File: src/rtl/i2cmra_pkg.sv
// shared types and constants for the i2c register access master
`default_nettype none
package i2cmra_pkg;

    localparam int MAX_BYTES = 16;
    localparam int IDX_W     = $clog2(MAX_BYTES);
    localparam int CNT_W     = $clog2(MAX_BYTES + 1);

    localparam logic [6:0] DEV_ADDR_RESET = 7'd104;

    typedef enum logic [1:0] {
        OP_TICK  = 2'd0,
        OP_PUSH  = 2'd1,
        OP_WRITE = 2'd2,
        OP_READ  = 2'd3
    } t_op;

    typedef enum logic [1:0] {
        ST_OK        = 2'd0,
        ST_BUS_BUSY  = 2'd1,
        ST_ADDR_NACK = 2'd2,
        ST_DATA_NACK = 2'd3
    } t_status;

    typedef enum logic [3:0] {
        PH_IDLE      = 4'd0,
        PH_START1    = 4'd1,
        PH_ADDRW     = 4'd2,
        PH_ADDRW_ACK = 4'd3,
        PH_REG       = 4'd4,
        PH_REG_ACK   = 4'd5,
        PH_DATA      = 4'd6,
        PH_DATA_ACK  = 4'd7,
        PH_START2    = 4'd8,
        PH_ADDRR     = 4'd9,
        PH_ADDRR_ACK = 4'd10,
        PH_RECV      = 4'd11,
        PH_MACK      = 4'd12,
        PH_STOP      = 4'd13
    } t_phase;

    typedef struct packed {
        logic [1:0] op;
        logic       sda_in;
        logic [7:0] reg_addr;
        logic [4:0] length;
        logic [7:0] data_byte;
    } t_request;

    typedef struct packed {
        logic       scl_out;
        logic       sda_out;
        logic       busy_res;
        logic       read_valid;
        logic [7:0] read_data;
        logic       read_last;
        logic       done_res;
        logic [1:0] status;
        logic       push_dropped;
    } t_result;

endpackage
`default_nettype wire

File: src/rtl/i2c_master_register_access.sv
// i2c master for register-addressed devices, at most one bus tick per request
//
// Input channel: i_in_valid / o_in_stall carry one request (op, sampled sda,
// register address, length, data byte). A request is taken at a clock edge
// with i_in_valid high and o_in_stall low. Op tick advances the bus by one
// delay tick, op push queues a write byte, ops write and read start a
// transaction when idle.
// Output channel: o_out_valid / i_out_stall carry one result per request
// (scl/sda drives, busy, received byte, done, status, push dropped).
// The result of a request sits in the output register the cycle after it is
// taken. One request is taken per clock while the receiver does not stall;
// the whole tick update is a single pass through the phase state machine.
// When the receiver stalls, the output register holds and o_in_stall rises
// only while a result waits, so a new request is taken in the same cycle
// its predecessor's result leaves.
// Reset (i_rst_n low, synchronous) empties the output register, sets the
// phase to idle, releases both lines and loads device address 0x68. The
// write buffer is not cleared. i_cfg_wr_en loads the device address; the
// user must use it only while idle, the block itself does not enforce this.
`default_nettype none
module i2c_master_register_access (
    input  wire                    i_clk,
    input  wire                    i_rst_n,
    input  wire                    i_cfg_wr_en,
    input  wire  [6:0]             i_cfg_wr_data,
    input  wire                    i_in_valid,
    output logic                   o_in_stall,
    input  wire i2cmra_pkg::t_request i_in_data,
    output logic                   o_out_valid,
    input  wire                    i_out_stall,
    output i2cmra_pkg::t_result    o_out_data
);
    import i2cmra_pkg::*;

    logic [6:0]       r_dev_addr;
    t_phase           r_phase, n_phase;
    logic [2:0]       r_tick, n_tick;
    logic [3:0]       r_bit, n_bit;
    logic [7:0]       r_shift, n_shift;
    logic [CNT_W-1:0] r_left, n_left;
    logic [CNT_W-1:0] r_fill, n_fill;
    logic [CNT_W-1:0] r_send, n_send;
    logic             r_is_read, n_is_read;
    logic [7:0]       r_held, n_held;
    logic             r_scl, n_scl;
    logic             r_sda, n_sda;
    logic [1:0]       r_abort, n_abort;
    logic [7:0]       r_buf [MAX_BYTES];
    logic [7:0]       r_rd_byte;
    logic             r_out_valid;
    t_result          r_res, n_res;

    logic             accept;
    logic             buf_we;
    logic [IDX_W-1:0] rd_idx;
    logic [CNT_W-1:0] send_inc;
    logic [CNT_W-1:0] left_dec;
    logic [3:0]       bit_inc;
    logic [7:0]       rx_byte;
    logic             sdi;

    assign o_in_stall  = r_out_valid && i_out_stall;
    assign accept      = i_in_valid && !o_in_stall;
    assign o_out_valid = r_out_valid;
    assign o_out_data  = r_res;

    assign sdi      = i_in_data.sda_in;
    assign send_inc = r_send + CNT_W'(1);
    assign left_dec = r_left - CNT_W'(1);
    assign bit_inc  = r_bit + 4'd1;
    assign rx_byte  = {r_shift[6:0], sdi};
    // data ack moves on to the next entry, all other phases use the current one
    assign rd_idx   = (r_phase == PH_DATA_ACK) ? send_inc[IDX_W-1:0] : r_send[IDX_W-1:0];

    always_comb begin
        n_phase   = r_phase;
        n_tick    = r_tick;
        n_bit     = r_bit;
        n_shift   = r_shift;
        n_left    = r_left;
        n_fill    = r_fill;
        n_send    = r_send;
        n_is_read = r_is_read;
        n_held    = r_held;
        n_scl     = r_scl;
        n_sda     = r_sda;
        n_abort   = r_abort;
        buf_we    = 1'b0;
        n_res     = '0;

        unique case (t_op'(i_in_data.op))
            OP_PUSH: begin
                if (r_phase != PH_IDLE || r_fill >= CNT_W'(MAX_BYTES)) begin
                    n_res.push_dropped = 1'b1;
                end else begin
                    buf_we = 1'b1;
                    n_fill = r_fill + CNT_W'(1);
                end
            end
            OP_WRITE, OP_READ: begin
                if (r_phase == PH_IDLE) begin
                    n_is_read = (t_op'(i_in_data.op) == OP_READ);
                    n_held    = i_in_data.reg_addr;
                    if (int'(i_in_data.length) > MAX_BYTES) begin
                        n_left = CNT_W'(MAX_BYTES);
                    end else begin
                        n_left = CNT_W'(i_in_data.length);
                    end
                    n_send  = '0;
                    n_abort = ST_OK;
                    if (t_op'(i_in_data.op) == OP_WRITE) begin
                        n_fill = '0;
                    end
                    n_phase = PH_START1;
                    n_tick  = '0;
                    n_bit   = '0;
                    n_shift = '0;
                end
            end
            OP_TICK: begin
                unique case (r_phase)
                    PH_IDLE: begin
                        // lines hold and sda is ignored
                    end
                    PH_START1, PH_START2: begin
                        if (r_tick < 3'd2) begin
                            n_scl = 1'b1;
                            n_sda = 1'b1;
                        end else begin
                            n_sda = 1'b0;
                        end
                        if ((r_tick == 3'd1 && !sdi) || (r_tick == 3'd2 && sdi)) begin
                            // bus not free: give up at once without stop
                            n_phase        = PH_IDLE;
                            n_tick         = '0;
                            n_bit          = '0;
                            n_shift        = '0;
                            n_res.done_res = 1'b1;
                            n_res.status   = ST_BUS_BUSY;
                        end else if (r_tick == 3'd4) begin
                            n_tick = '0;
                            n_bit  = '0;
                            if (r_phase == PH_START1) begin
                                n_phase = PH_ADDRW;
                                n_shift = {r_dev_addr, 1'b0};
                            end else begin
                                n_phase = PH_ADDRR;
                                n_shift = {r_dev_addr, 1'b1};
                            end
                        end else begin
                            n_tick = r_tick + 3'd1;
                        end
                    end
                    PH_ADDRW, PH_REG, PH_DATA, PH_ADDRR: begin
                        if (r_tick == 3'd0) begin
                            n_scl = 1'b0;
                        end else if (r_tick == 3'd1) begin
                            n_sda = r_shift[7];
                        end else begin
                            n_scl = 1'b1;
                        end
                        if (r_tick < 3'd2) begin
                            n_tick = r_tick + 3'd1;
                        end else begin
                            n_tick  = '0;
                            n_shift = {r_shift[6:0], 1'b0};
                            n_bit   = bit_inc;
                            if (bit_inc == 4'd8) begin
                                n_bit   = '0;
                                n_shift = '0;
                                priority case (r_phase)
                                    PH_ADDRW: n_phase = PH_ADDRW_ACK;
                                    PH_REG:   n_phase = PH_REG_ACK;
                                    PH_DATA:  n_phase = PH_DATA_ACK;
                                    default:  n_phase = PH_ADDRR_ACK;
                                endcase
                            end
                        end
                    end
                    PH_ADDRW_ACK, PH_REG_ACK, PH_DATA_ACK, PH_ADDRR_ACK: begin
                        if (r_tick == 3'd0) begin
                            n_scl = 1'b0;
                        end else if (r_tick == 3'd1) begin
                            n_sda = 1'b1;
                        end else if (r_tick <= 3'd5) begin
                            n_scl = 1'b1;
                        end
                        if (r_tick == 3'd5) begin
                            n_shift = {7'd0, sdi};
                        end
                        if (r_tick < 3'd6) begin
                            n_tick = r_tick + 3'd1;
                        end else begin
                            n_scl   = 1'b0;
                            n_tick  = '0;
                            n_bit   = '0;
                            n_shift = '0;
                            priority case (r_phase)
                                PH_ADDRW_ACK: begin
                                    if (r_shift[0]) begin
                                        n_abort = ST_ADDR_NACK;
                                        n_phase = PH_STOP;
                                    end else begin
                                        n_phase = PH_REG;
                                        n_shift = r_held;
                                    end
                                end
                                PH_REG_ACK: begin
                                    if (r_is_read) begin
                                        n_phase = PH_START2;
                                    end else if (r_left == '0) begin
                                        n_phase = PH_STOP;
                                    end else begin
                                        n_phase = PH_DATA;
                                        n_shift = r_rd_byte;
                                    end
                                end
                                PH_DATA_ACK: begin
                                    if (r_shift[0]) begin
                                        n_abort = ST_DATA_NACK;
                                        n_phase = PH_STOP;
                                    end else begin
                                        n_send = send_inc;
                                        n_left = left_dec;
                                        if (left_dec == '0) begin
                                            n_phase = PH_STOP;
                                        end else begin
                                            n_phase = PH_DATA;
                                            n_shift = r_rd_byte;
                                        end
                                    end
                                end
                                default: begin
                                    if (r_left == '0) begin
                                        n_phase = PH_STOP;
                                    end else begin
                                        n_phase = PH_RECV;
                                    end
                                end
                            endcase
                        end
                    end
                    PH_RECV: begin
                        if (r_tick == 3'd0) begin
                            n_scl  = 1'b0;
                            n_sda  = 1'b1;
                            n_tick = 3'd1;
                        end else begin
                            n_scl   = 1'b1;
                            n_shift = rx_byte;
                            n_bit   = bit_inc;
                            n_tick  = '0;
                            if (bit_inc == 4'd8) begin
                                n_res.read_valid = 1'b1;
                                n_res.read_data  = rx_byte;
                                n_res.read_last  = (r_left == CNT_W'(1));
                                n_phase          = PH_MACK;
                                n_bit            = '0;
                                n_shift          = '0;
                            end
                        end
                    end
                    PH_MACK: begin
                        if (r_tick == 3'd0) begin
                            n_scl = 1'b0;
                        end else if (r_tick == 3'd1) begin
                            // nack after the last byte
                            n_sda = (r_left <= CNT_W'(1));
                        end else if (r_tick == 3'd2) begin
                            n_scl = 1'b1;
                        end else begin
                            n_scl = 1'b0;
                        end
                        if (r_tick < 3'd3) begin
                            n_tick = r_tick + 3'd1;
                        end else begin
                            n_left  = left_dec;
                            n_tick  = '0;
                            n_bit   = '0;
                            n_shift = '0;
                            n_phase = (left_dec == '0) ? PH_STOP : PH_RECV;
                        end
                    end
                    PH_STOP: begin
                        if (r_tick == 3'd0) begin
                            n_scl = 1'b0;
                        end else if (r_tick == 3'd1) begin
                            n_sda = 1'b0;
                        end else if (r_tick == 3'd2) begin
                            n_scl = 1'b1;
                        end else begin
                            n_sda = 1'b1;
                        end
                        if (r_tick < 3'd3) begin
                            n_tick = r_tick + 3'd1;
                        end else begin
                            n_phase        = PH_IDLE;
                            n_tick         = '0;
                            n_bit          = '0;
                            n_shift        = '0;
                            n_res.done_res = 1'b1;
                            n_res.status   = r_abort;
                        end
                    end
                    default: begin
                        n_phase = PH_IDLE;
                        n_tick  = '0;
                        n_bit   = '0;
                        n_shift = '0;
                    end
                endcase
            end
            default: begin
            end
        endcase

        n_res.scl_out  = n_scl;
        n_res.sda_out  = n_sda;
        n_res.busy_res = (n_phase != PH_IDLE);
    end

    always_ff @(posedge i_clk) begin
        if (!i_rst_n) begin
            r_dev_addr  <= DEV_ADDR_RESET;
            r_phase     <= PH_IDLE;
            r_tick      <= '0;
            r_bit       <= '0;
            r_shift     <= '0;
            r_left      <= '0;
            r_fill      <= '0;
            r_send      <= '0;
            r_is_read   <= 1'b0;
            r_held      <= '0;
            r_scl       <= 1'b1;
            r_sda       <= 1'b1;
            r_abort     <= ST_OK;
            r_out_valid <= 1'b0;
        end else begin
            if (i_cfg_wr_en) begin
                r_dev_addr <= i_cfg_wr_data;
            end
            if (accept) begin
                r_phase   <= n_phase;
                r_tick    <= n_tick;
                r_bit     <= n_bit;
                r_shift   <= n_shift;
                r_left    <= n_left;
                r_fill    <= n_fill;
                r_send    <= n_send;
                r_is_read <= n_is_read;
                r_held    <= n_held;
                r_scl     <= n_scl;
                r_sda     <= n_sda;
                r_abort   <= n_abort;
            end
            if (accept) begin
                r_out_valid <= 1'b1;
            end else if (!i_out_stall) begin
                r_out_valid <= 1'b0;
            end
        end
    end

    always_ff @(posedge i_clk) begin
        if (accept) begin
            r_res <= n_res;
        end
    end

    always_ff @(posedge i_clk) begin
        if (accept && buf_we) begin
            r_buf[r_fill[IDX_W-1:0]] <= i_in_data.data_byte;
        end
        // next byte to send, settled long before the seven acknowledge ticks end
        r_rd_byte <= r_buf[rd_idx];
    end

    a_fill_bound: assert property (@(posedge i_clk) disable iff (!i_rst_n)
        r_fill <= CNT_W'(MAX_BYTES))
        else $error("write queue count beyond capacity");

    a_done_idle: assert property (@(posedge i_clk) disable iff (!i_rst_n)
        o_out_valid && o_out_data.done_res |-> !o_out_data.busy_res)
        else $error("done reported while still busy");

    a_status_done: assert property (@(posedge i_clk) disable iff (!i_rst_n)
        o_out_valid && o_out_data.status != ST_OK |-> o_out_data.done_res)
        else $error("error status without done");

    a_rx_busy: assert property (@(posedge i_clk) disable iff (!i_rst_n)
        o_out_valid && o_out_data.read_valid |-> o_out_data.busy_res && r_is_read)
        else $error("received byte outside a read");

    a_write_empties: assert property (@(posedge i_clk) disable iff (!i_rst_n)
        accept && t_op'(i_in_data.op) == OP_WRITE && r_phase == PH_IDLE |=> r_fill == '0)
        else $error("write start left bytes queued");

endmodule
`default_nettype wire

File: config.mk
export PLATFORM = sky130hd
export DESIGN_NAME = i2c_master_register_access
export DESIGN_NICKNAME = d
export VERILOG_FILES = /design/src/rtl/i2cmra_pkg.sv /design/src/rtl/i2c_master_register_access.sv
export SDC_FILE = /design/constraint.sdc
export NUM_CORES = 1
export LEC_CHECK = 0
export ABC_CLOCK_PERIOD_IN_PS = 2700
export BUFFER_PORTS_ARGS = -buffer_cell sky130_fd_sc_hd__buf_2
export CAP_MARGIN = 20
export CORE_AREA = 2 2 135 137
export DETAILED_ROUTE_END_ITERATION = 6
export DIE_AREA = 0 0 137 139
export PLACE_DENSITY = 0.85
export REMOVE_ABC_BUFFERS = 1
export SETUP_SLACK_MARGIN = 0.4
export SYNTH_ARGS = -nofsm -noshare
export SYNTH_HDL_FRONTEND = slang
export SYNTH_SLANG_ARGS = --single-unit
File: constraint.sdc
create_clock -name i_clk -period 2.7 [get_ports i_clk]
set_input_delay 0.54 -clock i_clk [delete_from_list [all_inputs] [get_ports i_clk]]
set_output_delay 0.54 -clock i_clk [all_outputs]
set_load 0.01 [all_outputs]
After elaboration in Yosys (flattened, before gate mapping)
Memory sizes are Yosys's and may differ from the RTL's. A register that Yosys moved wholly into a read port is not among the register bits.
Index checks and enable logic that the tools add are counted.
{ "classes": {"add_sub_neg": 5, "order_cmp": 7, "eq_ne": 44, "n_mux": 126, "bitwise": 3, "reduce_logical": 33} }
{ "ops": {"columns": ["op", "count"], "rows": [
  ["2-to-1 mux 8 bit", 15],
  ["2-to-1 mux 4 bit", 25],
  ["2-to-1 mux 5 bit", 14],
  ["one-hot mux 8 bit (6 select lines)", 1],
  ["one-hot mux 5 bit (2 select lines)", 4],
  ["2-to-1 mux 1 bit", 36],
  ["2-to-1 mux 3 bit", 10],
  ["equality test 4 bit, second input constant", 7],
  ["one-hot mux 4 bit (7 select lines)", 1],
  ["!= test 3 bit, second input constant", 9],
  ["one-hot mux 4 bit (3 select lines)", 2],
  ["one-hot mux 4 bit (6 select lines)", 1],
  ["one-hot mux 8 bit (3 select lines)", 1],
  ["one-hot mux 3 bit (6 select lines)", 1],
  ["AND reduction 9 bit", 2],
  ["equality test 4 x 3 -> 1 bit, second input constant", 4],
  ["one-hot mux 4 bit (2 select lines)", 2],
  ["one-hot mux 8 bit (2 select lines)", 1],
  ["AND reduction 8 bit", 2],
  ["!= test 2 bit, second input constant", 7],
  ["one-hot mux 1 bit (6 select lines)", 2],
  ["one-hot mux 3 bit (2 select lines)", 2],
  ["OR reduction 4 bit", 3],
  ["adder 5 x 1 -> 5 bit, second input constant", 2],
  ["40 further kinds", 64]
]} }
{ "word_totals": {"regBits": 72, "ramBits": 128, "inputBits": 36, "word_cells": 242, "n_memories": 1} }
{ "memory_table": {"columns": ["memory", "words", "word_bits", "rd", "rd_ports_with_merged_regs", "write_ports", "line", "text"], "rows": [
  ["r_buf", 16, 8, 1, 1, 1, "i2c_master_register_access.sv:48", "logic [7:0] r_buf [MAX_BYTES];"]
]} }

Longest topological paths before layout
{ "logic_depth": {"depth_word": 9, "mapped_depth": 10, "mapped_depth_nobuf": 8} }

Least setup slack after synthesis
Ideal clock, no wire load.
{ "synth_path": {"kind": "flip-flop to flip-flop", "start": "register r_phase[2]", "end": "memory r_buf[3][0] (enable)", "setup_time_ns": 0.383, "arrival_ns": 2.438, "t_required_ns": 2.317, "setup_slack_ns": -0.122, "stages_incl_launch_ff": 8, "path_buffers": 2, "synth_period_minus_slack_ns": 2.822, "cell_sequence": "dfxtp_1 buf_6 or4_4 buf_6 or2_2 nor3b_1 nand2_1 nor3_1"} }
{ "synth_between": {"elab_chain_cells": 7} }
{ "synth_rtl": {"columns": ["item", "line", "text"], "rows": [
  ["from (decl)", "i2c_master_register_access.sv:36", "t_phase r_phase, n_phase;"],
  ["from (signal assigned)", "i2c_master_register_access.sv:343", "r_phase <= n_phase;"],
  ["nonzero test 4 bit", "i2c_master_register_access.sv:93", "if (r_phase != PH_IDLE || r_fill >= CNT_W'(MAX_BYTES)) begin"],
  ["logical OR 1 bit", "i2c_master_register_access.sv:93", null],
  ["2-to-1 mux 1 bit", "i2c_master_register_access.sv:93", null],
  ["2-to-1 mux 1 bit", "i2c_master_register_access.sv:91", "unique case (t_op'(i_in_data.op))"],
  ["logical AND 1 bit", "i2c_master_register_access.sv:371", "if (accept && buf_we) begin"],
  ["2-to-1 mux 1 bit", "i2c_master_register_access.sv:371", null],
  ["2-to-1 mux 1 bit (not written as such)", "i2c_master_register_access.sv:372", "r_buf[r_fill[IDX_W-1:0]] <= i_in_data.data_byte;"],
  ["to (decl)", "i2c_master_register_access.sv:48", null]
]} }
No other way between the ends.

Worst setup path in the final report
{ "layout_path": {"start": "register r_phase[1]", "end": "memory r_buf[3][0] (enable)"} }
The elaborated chain is that of the path after synthesis.

==> flow_summary.yaml <==
drt:
  ant_nets: 0
  wirelength_mm: 25.8
  route.detailed.drc: 0
  routedWlPerCell_um: 23.3
  vias_per_cell: 6.41
  num_vias: 7087
  drt_iter0_markers: 885
  drt_pass1_iterations: 7
worst_setup_path:
  critical_path_buf_inv_count: 2
  critPathTopFamily: "simple AND/OR/NAND/NOR gates"
  crit_top_cell: "buf_6"
  start_kind: "register"
  end_kind: "register"
  arrival_ns: 2.65
  crit_slowest_cell: "or4_4"
  slowest_delay_ns: 0.57
  critPathKind: "register to register"
  critPathRequiredTime_ns: 2.92
  path_cells: "or4_4, or2_4, nor3b_4, buf_6, nand2_8, nor3_4, buf_6"
  path_depth: 7
  cp_max_fo: 8
  ff2ff_path_depth: 7
floorplan:
  start_util_pct: 53.9
  die_w_um: 137
  dieArea_mm2: 0.0190
  chipHeight_um: 139
  ios: 55
  fp.coreArea_mm2: 0.0177
  num_rows: 49
sta:
  min_period_over_period_pct: 89.9
  fmax_mhz: 412
  worstMarginPinSlew_ns: 0.779
  hold_viol: 0
  setup_viol: 0
  slew_headroom_pct: 48.0
  hold_slack_ns: 0.251
  finalClockSkew_ns: 0.0101
  period_minus_slack_ns: 2.43
  grt_setup_unrepaired: "yes"
  slew_violations: 0
logic_synthesis:
  synth-seq-cells: 207
  async_flop_share_pct: 0
  synth-seq-area-share_pct: 58.8
  ys_types: 75
  avgSynthCellArea_um2: 12.8
  synth_cells: 744
  ys.flop_type: "edfxtp_1"
  yosysWarnings: 0
  netlist_area_mm2: 0.00952
  synth_edf_count: 145
power:
  p_leak_uw: 0.00432
  cellPowerDensity_mw_per_mm2: 594
  irDropWorstVdd_mv: 0.661
clocking:
  cts_made_buffers: 22
  cts_tree: "built"
  clock-sinks: 207
  cts_buffer_depth: 3
  h-tree-depth: 1
  clk_latency_ns: 0.51
  ctsRootBufferMaster: "clkbuf_16"
  clk_pin_slew_ns: 0.06
grt:
  grt_max_degree: 33
  grt-ovfl-total: 0
  grt_pass1_vias: 6746
  grtUsageTotal_pct: 25.7
  grt_pass1_wl_mm: 37.6
  antenna_found_initial: 0
cells_and_area:
  final_cell_mix: "edfxtp_1, buf_2, dfxtp_1"
  layout.nets: 915
  post_route_cells_drive_above_1_share_pct: 33.3
  final_common_cell: "edfxtp_1"
  diodes: 0
  nFillCells: 1172
  synthToLayoutAreaGrowth_pct: 25.2
  fin_cells: 1105
min_path:
  whs_path_depth: 3
  hp-class: "input port to register"
placement:
  dp.cells: 1054
  port_buffers: 54
  dp_hpwl_mm: 15.8
  gp_congestion: 0.947
status:
  status: "finished, final reports clean"
flow_run:
  max_cap_violations: 0
sequential cells by signal, indices dropped and copies added (netlist names):
register     count
r_dev_addr       7
r_tick           3
r_sda            1
r_left           5
r_rd_byte        8
r_send           4
r_fill           5
r_held           8
o_out_data      17
r_is_read        1
r_shift          8
r_abort          2
r_buf          128
o_out_valid      1
r_phase          4
r_bit            4
r_scl            1
cell usage after synthesis, types with 4 or more instances:
| library cell | count | area (um2) |
|---|---|---|
| edfxtp_1 | 145 | 4350 |
| dfxtp_1 | 62 | 1240 |
| nor2_1 | 62 | 233 |
| nand2_1 | 46 | 173 |
| mux2i_1 | 40 | 400 |
| a21oi_1 | 36 | 180 |
| mux4_2 | 32 | 721 |
| clkbuf_1 | 28 | 105 |
| inv_1 | 19 | 71.3 |
| o21ai_0 | 19 | 95.1 |
| ha_1 | 17 | 213 |
| nor3_1 | 16 | 80.1 |
| nand2b_1 | 14 | 87.6 |
| nand3_1 | 14 | 70.1 |
| and2_1 | 12 | 75.1 |
| nor2b_1 | 11 | 68.8 |
| a21boi_0 | 8 | 60.1 |
| a222oi_1 | 8 | 80.1 |
| and3_1 | 8 | 50.1 |
| o2bb2ai_1 | 8 | 70.1 |
| a211oi_1 | 7 | 52.6 |
| a31oi_1 | 6 | 37.5 |
| buf_2 | 6 | 30.0 |
| o211ai_1 | 6 | 45.0 |
| xor2_1 | 6 | 52.6 |
| a221oi_1 | 5 | 43.8 |
| nand4_1 | 5 | 31.3 |
| nand4b_1 | 5 | 43.8 |
| o21a_1 | 5 | 37.5 |
| o31ai_1 | 5 | 37.5 |
| or3_1 | 5 | 31.3 |
| nor4bb_1 | 4 | 40.0 |
| or2_2 | 4 | 25.0 |
final cells by class:
class	instances	area (um2)	area share [%]
clock buffer	30	633	5.31
clock inverter	8	83.8	0.703
inverter	19	73.8	0.619
multi-input combinational	479	4210	35.3
sequential	207	5620	47.2
tap	229	287	2.40
timing repair buffer	133	1010	8.49
path summary, 6_finish.rpt:
kind                                       start            end  slack (ns)
worst max-delay path                  r_phase[1]    r_buf[3][0]        0.27
worst min-delay path            i_cfg_wr_data[5]  r_dev_addr[5]        0.25
worst max register to register        r_phase[1]    r_buf[3][0]        0.27
worst min register to register        r_abort[1]     r_abort[1]        0.49
stage by stage:
step	power, uW	utilization (%)	setup slack, ns	TNS [ns]	cell area [um2]
after CTS	7010	64.8	0.332	0	11400
after detailed placement	4040	59.4	0.0623	0	10500
final	7080	67.5	0.273	0	11900
after global placement	4040	59.4	0.122	0	10500
after global routing	7270	67.5	0.203	0	11900
after floorplan	3820	-	-2.07	-31.10	9350
worst register-to-register path, stage by stage (launching register included):
cell     delay [ns]
dfxtp_4        0.36
or4_4          0.57
or2_4          0.27
nor3b_4        0.21
buf_6          0.23
nand2_8        0.11
nor3_4         0.20
buf_6          0.19
power breakdown:
group	switching (uW)	internal [uW]
combinational	360	249
sequential	42.8	3440
clock	1240	1750
total	1650	5430
cell families after synthesis:
logic type      after synthesis  synth area share [%]
compound gates              155                  11.5
xor+xnor                      7                 0.644
fa+ha+maj                    17                  2.23
buf+inv                      58                  2.52
flops                       207                  58.8
mux                          72                  11.8
simple gates                228                  12.5
per-layer routing:
metal / global-route usage [%] / wire [um] / vias to the layer above
li1: - / - / 3125
met1: 34.6 / 10100 / 3485
met2: 41.7 / 12900 / 404
met3: 3.87 / 1780 / 73
met4: 10.9 / 1010 / 0
met5: 0 / 0 / -
repair_timing:
item                       4_1_cts  5_1_grt
setup buffers                    5        8
setup endpoints to repair      158      156
hold buffers                     0        0
gates resized for setup         61       95
pin swaps                       12       24
Power figures use the tool's default switching activity.
